==> src/rtl/position_keyed_lzss_decoder_unit_macros.svh <==
// ----------------------------------------------------------------------------
// Assertion macros for the position-keyed LZSS decoder
// ----------------------------------------------------------------------------
`ifndef POSITION_KEYED_LZSS_DECODER_UNIT_MACROS_SVH
`define POSITION_KEYED_LZSS_DECODER_UNIT_MACROS_SVH

// Same-cycle implication, disabled while reset is held
`define PKLD_ASSERT_IMP(label, clk, rst_n, ante, cons, msg) \
    label: assert property (@(posedge clk) disable iff (!rst_n) (ante) |-> (cons)) \
        else $error(msg);

// Next-cycle implication, disabled while reset is held
`define PKLD_ASSERT_NXT(label, clk, rst_n, ante, cons, msg) \
    label: assert property (@(posedge clk) disable iff (!rst_n) (ante) |=> (cons)) \
        else $error(msg);

`endif

==> src/rtl/pkld_pkg.sv <==
// ----------------------------------------------------------------------------
// pkld_pkg
// Shared constants and controller/datapath interface types for the
// position-keyed LZSS decoder.
// ----------------------------------------------------------------------------
package pkld_pkg;

    localparam int RING_DEPTH = 4096;
    localparam int RING_AW    = $clog2(RING_DEPTH);
    localparam int FILL_W     = RING_AW + 1;

    localparam logic [RING_AW-1:0] START_POS = 12'hFEE;
    localparam logic [7:0]         FILL_BYTE = 8'h20;
    localparam logic [4:0]         MIN_LEN   = 5'd3;
    localparam logic [31:0]        SIZE_RST  = 32'hFFFF_FFFF;

    localparam logic [1:0] PH_FLAG = 2'd0;
    localparam logic [1:0] PH_TOK  = 2'd1;
    localparam logic [1:0] PH_B1   = 2'd2;

    localparam logic [3:0] IDX_EMPTY = 4'd8;

    // Commands from the controller to the datapath
    typedef struct packed {
        logic take;        // latch and decrypt the accepted byte
        logic load_flag;   // decrypted byte becomes the flag byte
        logic store_low;   // hold low byte of a back-reference
        logic start_copy;  // set up copy address and length
        logic rd;          // read the ring at the copy address
        logic emit_lit;    // emit the decrypted byte
        logic emit_copy;   // emit the byte read from the ring
        logic advance;     // step to the next flag bit
        logic finish;      // end of item; stream reset on last
    } cmd_t;

    // Status from the datapath to the controller
    typedef struct packed {
        logic active;      // output count still below expected size
        logic want_flag;   // next byte is a flag byte
        logic phase_b1;    // next byte is the second byte of a reference
        logic flag_bit;    // current flag bit
        logic out_free;    // output register can take a byte
        logic copy_stop;   // this copy byte is the final one
    } status_t;

endpackage

==> src/rtl/pkld_ctrl.sv <==
// ----------------------------------------------------------------------------
// pkld_ctrl
// Sequencer for the decoder: takes one request, parses it and walks a
// back-reference copy one ring read and one emit at a time.
// ----------------------------------------------------------------------------
module pkld_ctrl (
    input  logic             aclk,
    input  logic             aresetn,
    input  logic             s_tvalid,
    output logic             s_tready,
    input  pkld_pkg::status_t status,
    output pkld_pkg::cmd_t    cmd
);

    typedef enum logic [5:0] {
        ST_IDLE   = 6'b000001,
        ST_PARSE  = 6'b000010,
        ST_LIT    = 6'b000100,
        ST_RD     = 6'b001000,
        ST_WR     = 6'b010000,
        ST_FINISH = 6'b100000
    } state_t;

    state_t state_reg;
    state_t state_next;

    always_ff @(posedge aclk) begin
        if (!aresetn) begin
            state_reg <= ST_IDLE;
        end else begin
            state_reg <= state_next;
        end
    end

    always_comb begin
        state_next = state_reg;
        cmd        = '0;
        s_tready   = 1'b0;
        case (state_reg)
            ST_IDLE: begin
                s_tready = 1'b1;
                if (s_tvalid) begin
                    cmd.take   = 1'b1;
                    state_next = ST_PARSE;
                end
            end
            ST_PARSE: begin
                if (!status.active) begin
                    state_next = ST_FINISH;
                end else if (status.want_flag) begin
                    cmd.load_flag = 1'b1;
                    state_next    = ST_FINISH;
                end else if (status.phase_b1) begin
                    cmd.start_copy = 1'b1;
                    state_next     = ST_RD;
                end else if (status.flag_bit) begin
                    state_next = ST_LIT;
                end else begin
                    cmd.store_low = 1'b1;
                    state_next    = ST_FINISH;
                end
            end
            ST_LIT: begin
                if (status.out_free) begin
                    cmd.emit_lit = 1'b1;
                    cmd.advance  = 1'b1;
                    state_next   = ST_FINISH;
                end
            end
            ST_RD: begin
                cmd.rd     = 1'b1;
                state_next = ST_WR;
            end
            ST_WR: begin
                if (status.out_free) begin
                    cmd.emit_copy = 1'b1;
                    if (status.copy_stop) begin
                        cmd.advance = 1'b1;
                        state_next  = ST_FINISH;
                    end else begin
                        state_next = ST_RD;
                    end
                end
            end
            ST_FINISH: begin
                cmd.finish = 1'b1;
                state_next = ST_IDLE;
            end
            default: begin
                state_next = ST_IDLE;
            end
        endcase
    end

endmodule

==> config.mk <==
export PLATFORM = sky130hd
export DESIGN_NAME = pkld_ctrl
export DESIGN_NICKNAME = d
export VERILOG_FILES = /design/src/rtl/position_keyed_lzss_decoder_unit_macros.svh /design/src/rtl/pkld_pkg.sv /design/src/rtl/pkld_ctrl.sv
export SDC_FILE = /design/constraint.sdc
export NUM_CORES = 1
export LEC_CHECK = 0
export BUFFER_PORTS_ARGS = -buffer_cell sky130_fd_sc_hd__buf_2
export CORE_AREA = 2 2 39 41
export DETAILED_ROUTE_END_ITERATION = 16
export DIE_AREA = 0 0 41 43
export SKIP_LAST_GASP = 1
export SYNTH_ARGS = -nofsm -noshare
export SYNTH_HDL_FRONTEND = slang
export SYNTH_SLANG_ARGS = --single-unit
==> constraint.sdc <==
create_clock -name aclk -period 1.8 [get_ports aclk]
set_clock_uncertainty 0.1 [all_clocks]
set_input_delay 0.27 -clock aclk [delete_from_list [all_inputs] [get_ports aclk]]
set_output_delay 0.27 -clock aclk [all_outputs]
set_load 0.02 [all_outputs]
After elaboration in Yosys (flattened, before gate mapping) --
Index checks and enable logic that the tools add are counted.
Operators by class: equality and inequality tests 9, mux-type cells 27, reduce and logical (&&, ||, !) cells 1
Operators with widths (number):
- two-way mux 6 bit | 8
- one-hot mux 6 bit (5 select lines) | 1
- two-way mux 1 bit | 13
- equality test 6 x 1 -> 1 bit (second input constant) | 1
- equality test 6 x 2 -> 1 bit (second input constant) | 1
- equality test 6 x 3 -> 1 bit (second input constant) | 1
- equality test 6 x 4 -> 1 bit (second input constant) | 1
- equality test 6 x 5 -> 1 bit (second input constant) | 1
- equality test 6 bit (second input constant) | 1
- two-way mux 3 bit | 2
- inequality test 2 bit (second input constant) | 3
- two-way mux 2 bit | 2
- AND reduction 3 bit | 1
- one-hot mux 1 bit (2 select lines) | 1
Storage, ports and cells: flip-flop bits (word level) 6, input bits 9, output and inout bits 10, word-level logic and storage cells 38

Depth between registers and ports, before layout --
Gate-level depths: netlist of the first run.
depth in word-level cells 5, depth in mapped cells 4

Worst setup path before layout of the first run --
No wires, ideal clock.
kind register -> output, from register state_reg[2], to output port cmd[8] (netlist name), data arrival time 1.551 ns, required time 1.430 ns, slack -0.121 ns, stages on the path, launching flop included 4, buffers on the path 0, cells stage by stage dfxtp_1 -> or4_4 -> nor2_1 -> and2_1
RTL lines:
- start, declared | RTL line pkld_ctrl.sv:24 | state_t state_reg;
- start signal, assigned | RTL line pkld_ctrl.sv:31 | state_reg <= state_next;
- end, declared | RTL line pkld_ctrl.sv:12 | output pkld_pkg::cmd_t cmd

==> results of run 1 <==
-- worst max path at each step --
stage / startpoint / endpoint / slack (ns) / cells after the start
5_1_grt: state_reg[4]$_SDFFE_PN0P_ / cmd[5] / -0.25 / 4
3_5_place_dp: state_reg[2]$_SDFFE_PN0P_ / cmd[5] / -0.03 / 4
3_3_place_gp: state_reg[2]$_SDFFE_PN0P_ / cmd[5] / -0.02 / 4
4_1_cts: state_reg[4]$_SDFFE_PN0P_ / cmd[5] / -0.21 / 4
2_1_floorplan: state_reg[2]$_SDFFE_PN0P_ / cmd[6] / 0.01 / 3
6_report: state_reg[4]$_SDFFE_PN0P_ / cmd[5] / -0.22 / 4
-- power by group through the flow --
stage	combinational (mW)	sequential (mW)	clock, mW
finish	0.118	0.153	0.131
global route	0.130	0.154	0.140
CTS	0.0995	0.153	0.132
detailed placement	0.0839	0.155	0
global placement	0.0830	0.154	0
floorplan	0.0541	0.151	0
-- cell families (layout without fill, tap and decap cells) --
logic type,Yosys count,count (layout)
buffers and inverters,3,36
AOI/OAI and AO/OA,11,11
DFF,6,6
and+or+nand+nor,33,33
xor gates and xnor gates,1,1
-- per-stage QoR --
step / std cells / area [um2] / total power, mW
2_1_floorplan: 54 / 449 / 0.205
3_3_place_gp: 95 / 612 / 0.237
3_5_place_dp: 95 / 612 / 0.238
4_1_cts: 100 / 693 / 0.384
5_1_grt: 103 / 759 / 0.424
6_report: 103 / 759 / 0.402
-- cell type report --
type | instances | area [um2]
inverter | 3 | 11.3
sequential | 6 | 125
clock buffer | 3 | 22.5
fill | 135 | 624
tap | 16 | 20.0
timing repair buffer | 30 | 235
multi-input combinational | 45 | 345
-- critical path, cell delays in order (launching register included) --
cell	delay [ns]
dfxtp_2	0.31
or4_4	0.57
nor4_4	0.20
and2_4	0.20
buf_6	0.11
-- per-layer routing --
metal	share of wire	wire length [um]
met1	0.41	527
met2	0.53	674
met3	0.037	47
met4	0.027	34
met5	0	0
-- timing repair --
item	4_1_cts	5_1_grt
cloned	0	0
gates resized for setup	15	13
setup endpoints to repair	8	9
setup buffers	2	3
pin swaps	7	5
-- cells in the final DEF (no fill, tap or decap), types with 3 or more instances in the layout --
cell type,Yosys,final
and3_1,5,4
buf_6,0,10
buf_4,0,9
inv_1,3,3
nand2b_1,3,3
clkbuf_4,0,3
dfxtp_2,0,4
buf_2,0,11
o21ai_0,4,4
nor2_1,8,6
==> results.md, run 1 <==
* Layout cells sized above 1 at 0.575
* Hold_buf cts at 0
* Synth top area share at 0.272
* Mapped Area at ~440 um2
* Period utilization at 1.12
* Core Area at between 1000 and 1500 um2
* Arr. time, crit path at approximately 1.7 ns
* Ys async rst share at 0
* All-Layer GR Usage at 0.172
* P&R area growth vs syn at 72.0%
* Antenna-violating nets left at 0
* Leading area contributor after synthesis: dfxtp_1
* Clock-pin slew on the worst setup and hold paths at ~0.040 ns
* Clk sink count at 6
* Antenna violations before repair at 0
* Busiest layer in global routing: met2
* Worst VDD drop at 0.279 mV
* Die width at between 40 and 50 um
* Synth Area in XOR/XNOR at 0.0198
* Fin crit period at 2.02 ns
* Combinational share of power at 0.294
* Sw frac at 0.311
* Wire length per cell at roughly 12 um
* Leak Pwr at about 0.36 nW
* Met2 Usage GRT at 0.244
* Capturing point of the worst reg2reg path: state_reg[2]$_SDFFE_PN0P_
* DP Worst Slack at -0.0321 ns
* Hold path depth at 2
* RSZ-0062 raised after global routing: true
* IO buf count at 18
* Main combinational cell family by area after synthesis: simple AND/OR/NAND/NOR gates
* RR Startpoint: state_reg[5]$_SDFFE_PN0P_
* Post-synthesis sequential area ratio at 0.272
* Vias in the first global route at 471
* Clk pwr share at 0.326
* Worst Hold Class: in -> reg
* I/O pin count at 19
* CTS max path bufs at 2
* Final net count at a little under 100
* Most common cell in the netlist: nor2_1
* CP Launch Type: register
* Yosys reg bits at 6
* CTS HTree Levels at 1
* Power density over the cells at 530 nW/um2
* R2R depth at 7
* Synth area leaders: dfxtp_1 (27%), nor4_4 (9.6%), and3_1 (7.1%), nor2_1 (6.8%), o21ai_0 (4.5%)
* Routability cong. at 0.720
* Final setup fails at 8
* Failing checks: setup timing
* WHS Endpoint: state_reg[0]$_SDFFE_PN1P_
* Row count at 14
* Hold path start: aresetn
* Max FFs per register at 6
* Worst Hold Slack at around 0.093 ns
* Crit Path Category: reg -> out
* Relative slew slack at 0.749
* Final HPWL DP at about 850 um
* Simple-Gate Fraction of Synth Area at 0.527
* Worst setup EP type: output port
* DRC violations left at 0
* Largest net degree at the start of global routing at 8
* Setup ws final at -0.224 ns
* Pint at around 0.28 mW
* Clock Latency Late Sink at between 0.2 and 0.3 ns
* Total iterations of the first detailed-routing run at 2
* Number of synthesized flops with an enable pin at 0
* Clock root cell: clkbuf_4
* Die height at roughly 43 um
* Starting Density at 0.319
* Crit-path max FO at 3
* Final WL at 1280 um
* Sequential share of power at 0.381
* GR Util met1 at 0.204
* Synthesized Nets at 63
* Final core occ at 0.549
* Compound-Gate Fraction of Synth Area at 0.156
* Setup Total Neg Slack at -0.943 ns
* Warnings, synthesis at 0
* Met3 GRT Util at 0.0471
* Post-Syn Area per Cell at 8.18 um2
* Top_reg_cell synth: dfxtp_1
* Multiplexer share of the synthesized area at 0
* Worst-margin pin slew at 0.372 ns
* Initial DRC Count at 2
* Status: finished with violations
* Max Freq at about 0.5 GHz
* Die area at 1760 um2
* Synth top cells by count: nor2_1 (8), dfxtp_1 (6), and3_1 (5)
* WP data required at 1.43 ns
* First-pass GRT wire length at ~2000 um
* Diode count at 0
* Adder-cell area share of the yosys netlist at 0
* Vias per inst at approximately 5
* Final Hold Viols at 0
* CTS tree: done
* Vias at between 500 and 600
* Post-Synthesis Cells at 54
* Total of max-cap violations at 0
* Psw at around 0.12 mW
* R2R setup slack at 0.09 ns
* Cts bufs inserted at 3
* Netlist cell types at 25
* Slew Limit Fails at 0
* Total gr overflow at 0
Power figures use the tool's default switching activity.
==> run 2, diff against run 1 <==
--- a/config.mk
+++ b/config.mk
@@ -9,6 +9,7 @@
 export CORE_AREA = 2 2 39 41
 export DETAILED_ROUTE_END_ITERATION = 16
 export DIE_AREA = 0 0 41 43
+export PLACE_DENSITY = 0.64
 export SKIP_LAST_GASP = 1
 export SYNTH_ARGS = -nofsm -noshare
 export SYNTH_HDL_FRONTEND = slang
==> results.md, run 2 (synthesis gave the netlist of run 1 again) <==
* Crit-path max FO at 3 (unchanged)
* Max Freq at 0.494 GHz (about the same)
* All-Layer GR Usage at 0.169 (was 0.172)
* Total gr overflow at 0 (unchanged)
* CP delay by family, top: simple AND/OR/NAND/NOR gates (unchanged)
* Leak Pwr at 0.336 nW (was 0.359 nW)
* Clk sink count at 6 (unchanged)
* Final HPWL DP at 885 um (was 849 um)
* Layout cells sized above 1 at 0.482 (was 0.575)
* Die height at 43 um (unchanged)
* Period utilization at 1.12 (about the same)
* Met2 Usage GRT at 0.244 (unchanged)
* Largest net degree at the start of global routing at 8 (unchanged)
* Status: finished with violations (unchanged)
* Total of max-cap violations at 0 (unchanged)
* Final setup fails at 5 (was 8)
* Power density over the cells at 549 nW/um2 (was 530 nW/um2)
* Cts bufs inserted at 3 (unchanged)
* Wire length per cell at 12.3 um (was 12.5 um)
* CP Launch Type: register (unchanged)
* Routability cong. at 0.739 (was 0.720)
* Met3 GRT Util at 0.0628 (was 0.0471)
* R2R setup slack at 0.09 ns (about the same)
* Capturing point of the worst reg2reg path: state_reg[5]$_SDFFE_PN0P_ (was state_reg[2]$_SDFFE_PN0P_)
* Relative slew slack at 0.730 (was 0.749)
* Core Area at 1380 um2 (unchanged)
* Diode count at 0 (unchanged)
* WHS Endpoint: state_reg[0]$_SDFFE_PN1P_ (unchanged)
* DP Worst Slack at -0.0338 ns (was -0.0321 ns)
* Clock Latency Late Sink at 0.25 ns (was 0.26 ns)
* Clock-pin slew on the worst setup and hold paths at 0.05 ns (was 0.04 ns)
* Slowest CP cell: or4_4 (unchanged)
* First-pass GRT wire length at 1980 um (was 1960 um)
* Antenna-violating nets left at 0 (unchanged)
* Failing checks: setup timing (unchanged)
* Die width at 41 um (unchanged)
* GR Util met1 at 0.212 (was 0.204)
* Worst setup EP type: output port (unchanged)
* Most frequent cells in the layout: buf_2 (10), buf_4 (8), buf_6 (8), nor2_1 (7), and3_1 (5) (was buf_2 (11), buf_6 (10), buf_4 (9), nor2_1 (6))
* Final WL at 1220 um (was 1280 um)
* Fin crit period at 2.02 ns (about the same)
* Starting Density at 0.319 (unchanged)
* DRC violations left at 0 (unchanged)
* Max FFs per register at 6 (unchanged)
* Layout fillers at 140 (was 135)
* Hold path depth at 2 (unchanged)
* Most common cell after layout, fill and taps aside: buf_2 (unchanged)
* Die area at 1760 um2 (unchanged)
* CTS tree: done (unchanged)
* Total iterations of the first detailed-routing run at 4 (was 2)
* RR Startpoint: state_reg[4]$_SDFFE_PN0P_ (was state_reg[5]$_SDFFE_PN0P_)
* Crit path depth at 5 (was 4)
* Worst path bufs/invs at 2 (was 1)
* Fin area at 707 um2 (was 759 um2)
* Worst Hold Class: in -> reg (unchanged)
* Arr. time, crit path at 1.65 ns (about the same)
* Worst-margin pin slew at 0.404 ns (was 0.372 ns)
* Slew Limit Fails at 0 (unchanged)
* Hold_buf cts at 0 (unchanged)
* Vias per inst at 5.30 (was 5.02)
* Antenna violations before repair at 0 (unchanged)
* Final net count at 94 (was 98)
* Final Hold Viols at 0 (unchanged)
* Vias in the first global route at 483 (was 471)
* Setup ws final at -0.224 ns (about the same)
* Top cell by count, worst path: buf_6
* Row count at 14 (unchanged)
* P&R area growth vs syn at 60.1% (was 72.0%)
* Vias at 525 (was 517)
* Hold path start: aresetn (unchanged)
* Initial DRC Count at 13 (was 2)
* RSZ-0062 raised after global routing: true (unchanged)
* R2R depth at 5 (was 7)
* Crit Path Category: reg -> out (unchanged)
* WP data required at 1.43 ns (about the same)
* Busiest layer in global routing: met2 (unchanged)
* I/O pin count at 19 (unchanged)
* Worst VDD drop at 0.258 mV (was 0.279 mV)
* IO buf count at 18 (unchanged)
* Delay of the slowest cell on the worst path at 0.57 ns (about the same)
* CTS HTree Levels at 1 (unchanged)
* Clock root cell: clkbuf_4 (unchanged)
* CTS max path bufs at 2 (unchanged)
* Post-Place Cell Area at 604 um2 (was 612 um2)
* Worst-path cell chain: or4_4 -> buf_6 -> nor2_4 -> and2_4 -> buf_6 (was or4_4 -> nor4_4 -> and2_4 -> buf_6)
-- run 2: stage by stage --
step	instances	power, mW	TNS, ns	util	hold slack, ns
finish	99	0.388	-0.861	0.511	0.109
global route	99	0.411	-1.43	0.511	0.127
detailed placement	94	0.238	-0.0366	0.437	0.364
floorplan	54	0.205	0	-	0.232
global placement	94	0.237	-0.0114	0.437	0.362
CTS	98	0.383	-0.879	0.493	0.104
-- run 2: worst reg2reg max path: cells and delay by family (launching register included) --
| family | cells | cell delay [ns] |
|---|---|---|
| and+or+nand+nor | 2 | 0.78 |
| DFF | 1 | 0.31 |
| AOI/OAI and AO/OA | 2 | 0.25 |
| buffers and inverters | 1 | 0.15 |
-- run 2: worst max path at each step --
| stage | to | from | slack, ns |
|---|---|---|---|
| 4_1_cts | cmd[5] | state_reg[4]$_SDFFE_PN0P_ | -0.21 |
| 3_3_place_gp | cmd[5] | state_reg[2]$_SDFFE_PN0P_ | -0.01 |
| 2_1_floorplan | cmd[6] | state_reg[2]$_SDFFE_PN0P_ | 0.01 |
| 6_report | cmd[8] | state_reg[4]$_SDFFE_PN0P_ | -0.22 |
| 5_1_grt | cmd[5] | state_reg[4]$_SDFFE_PN0P_ | -0.29 |
| 3_5_place_dp | cmd[5] | state_reg[2]$_SDFFE_PN0P_ | -0.03 |
-- run 2: repair_timing --
| action | 4_1_cts | 5_1_grt |
|---|---|---|
| buffers inserted | 1 | 1 |
| endpoints found under the setup margin | 8 | 10 |
| pin swaps | 6 | 2 |
| gates resized for setup | 16 | 5 |
| hold endpoints to repair | 0 | 0 |
-- run 2: routing by layer --
metal	wire (um)	share of wire	vias to the layer above
li1	-	-	256
met1	494	0.40	247
met2	631	0.52	19
met3	78	0.064	3
met4	18	0.015	0
met5	0	0	-
-- run 2: cell type report --
| type | instances | area [um2] | share of cell area |
|---|---|---|---|
| tap | 16 | 20.0 | 0.0283 |
| clock buffer | 3 | 22.5 | 0.0319 |
| sequential | 6 | 123 | 0.173 |
| inverter | 3 | 11.3 | 0.0159 |
| timing repair buffer | 26 | 200 | 0.283 |
| multi-input combinational | 45 | 330 | 0.467 |
-- run 2: power by group --
part / internal [mW] / switching [mW]
combinational: 0.0562 / 0.0533
sequential: 0.139 / 0.0136
clock: 0.0756 / 0.0511
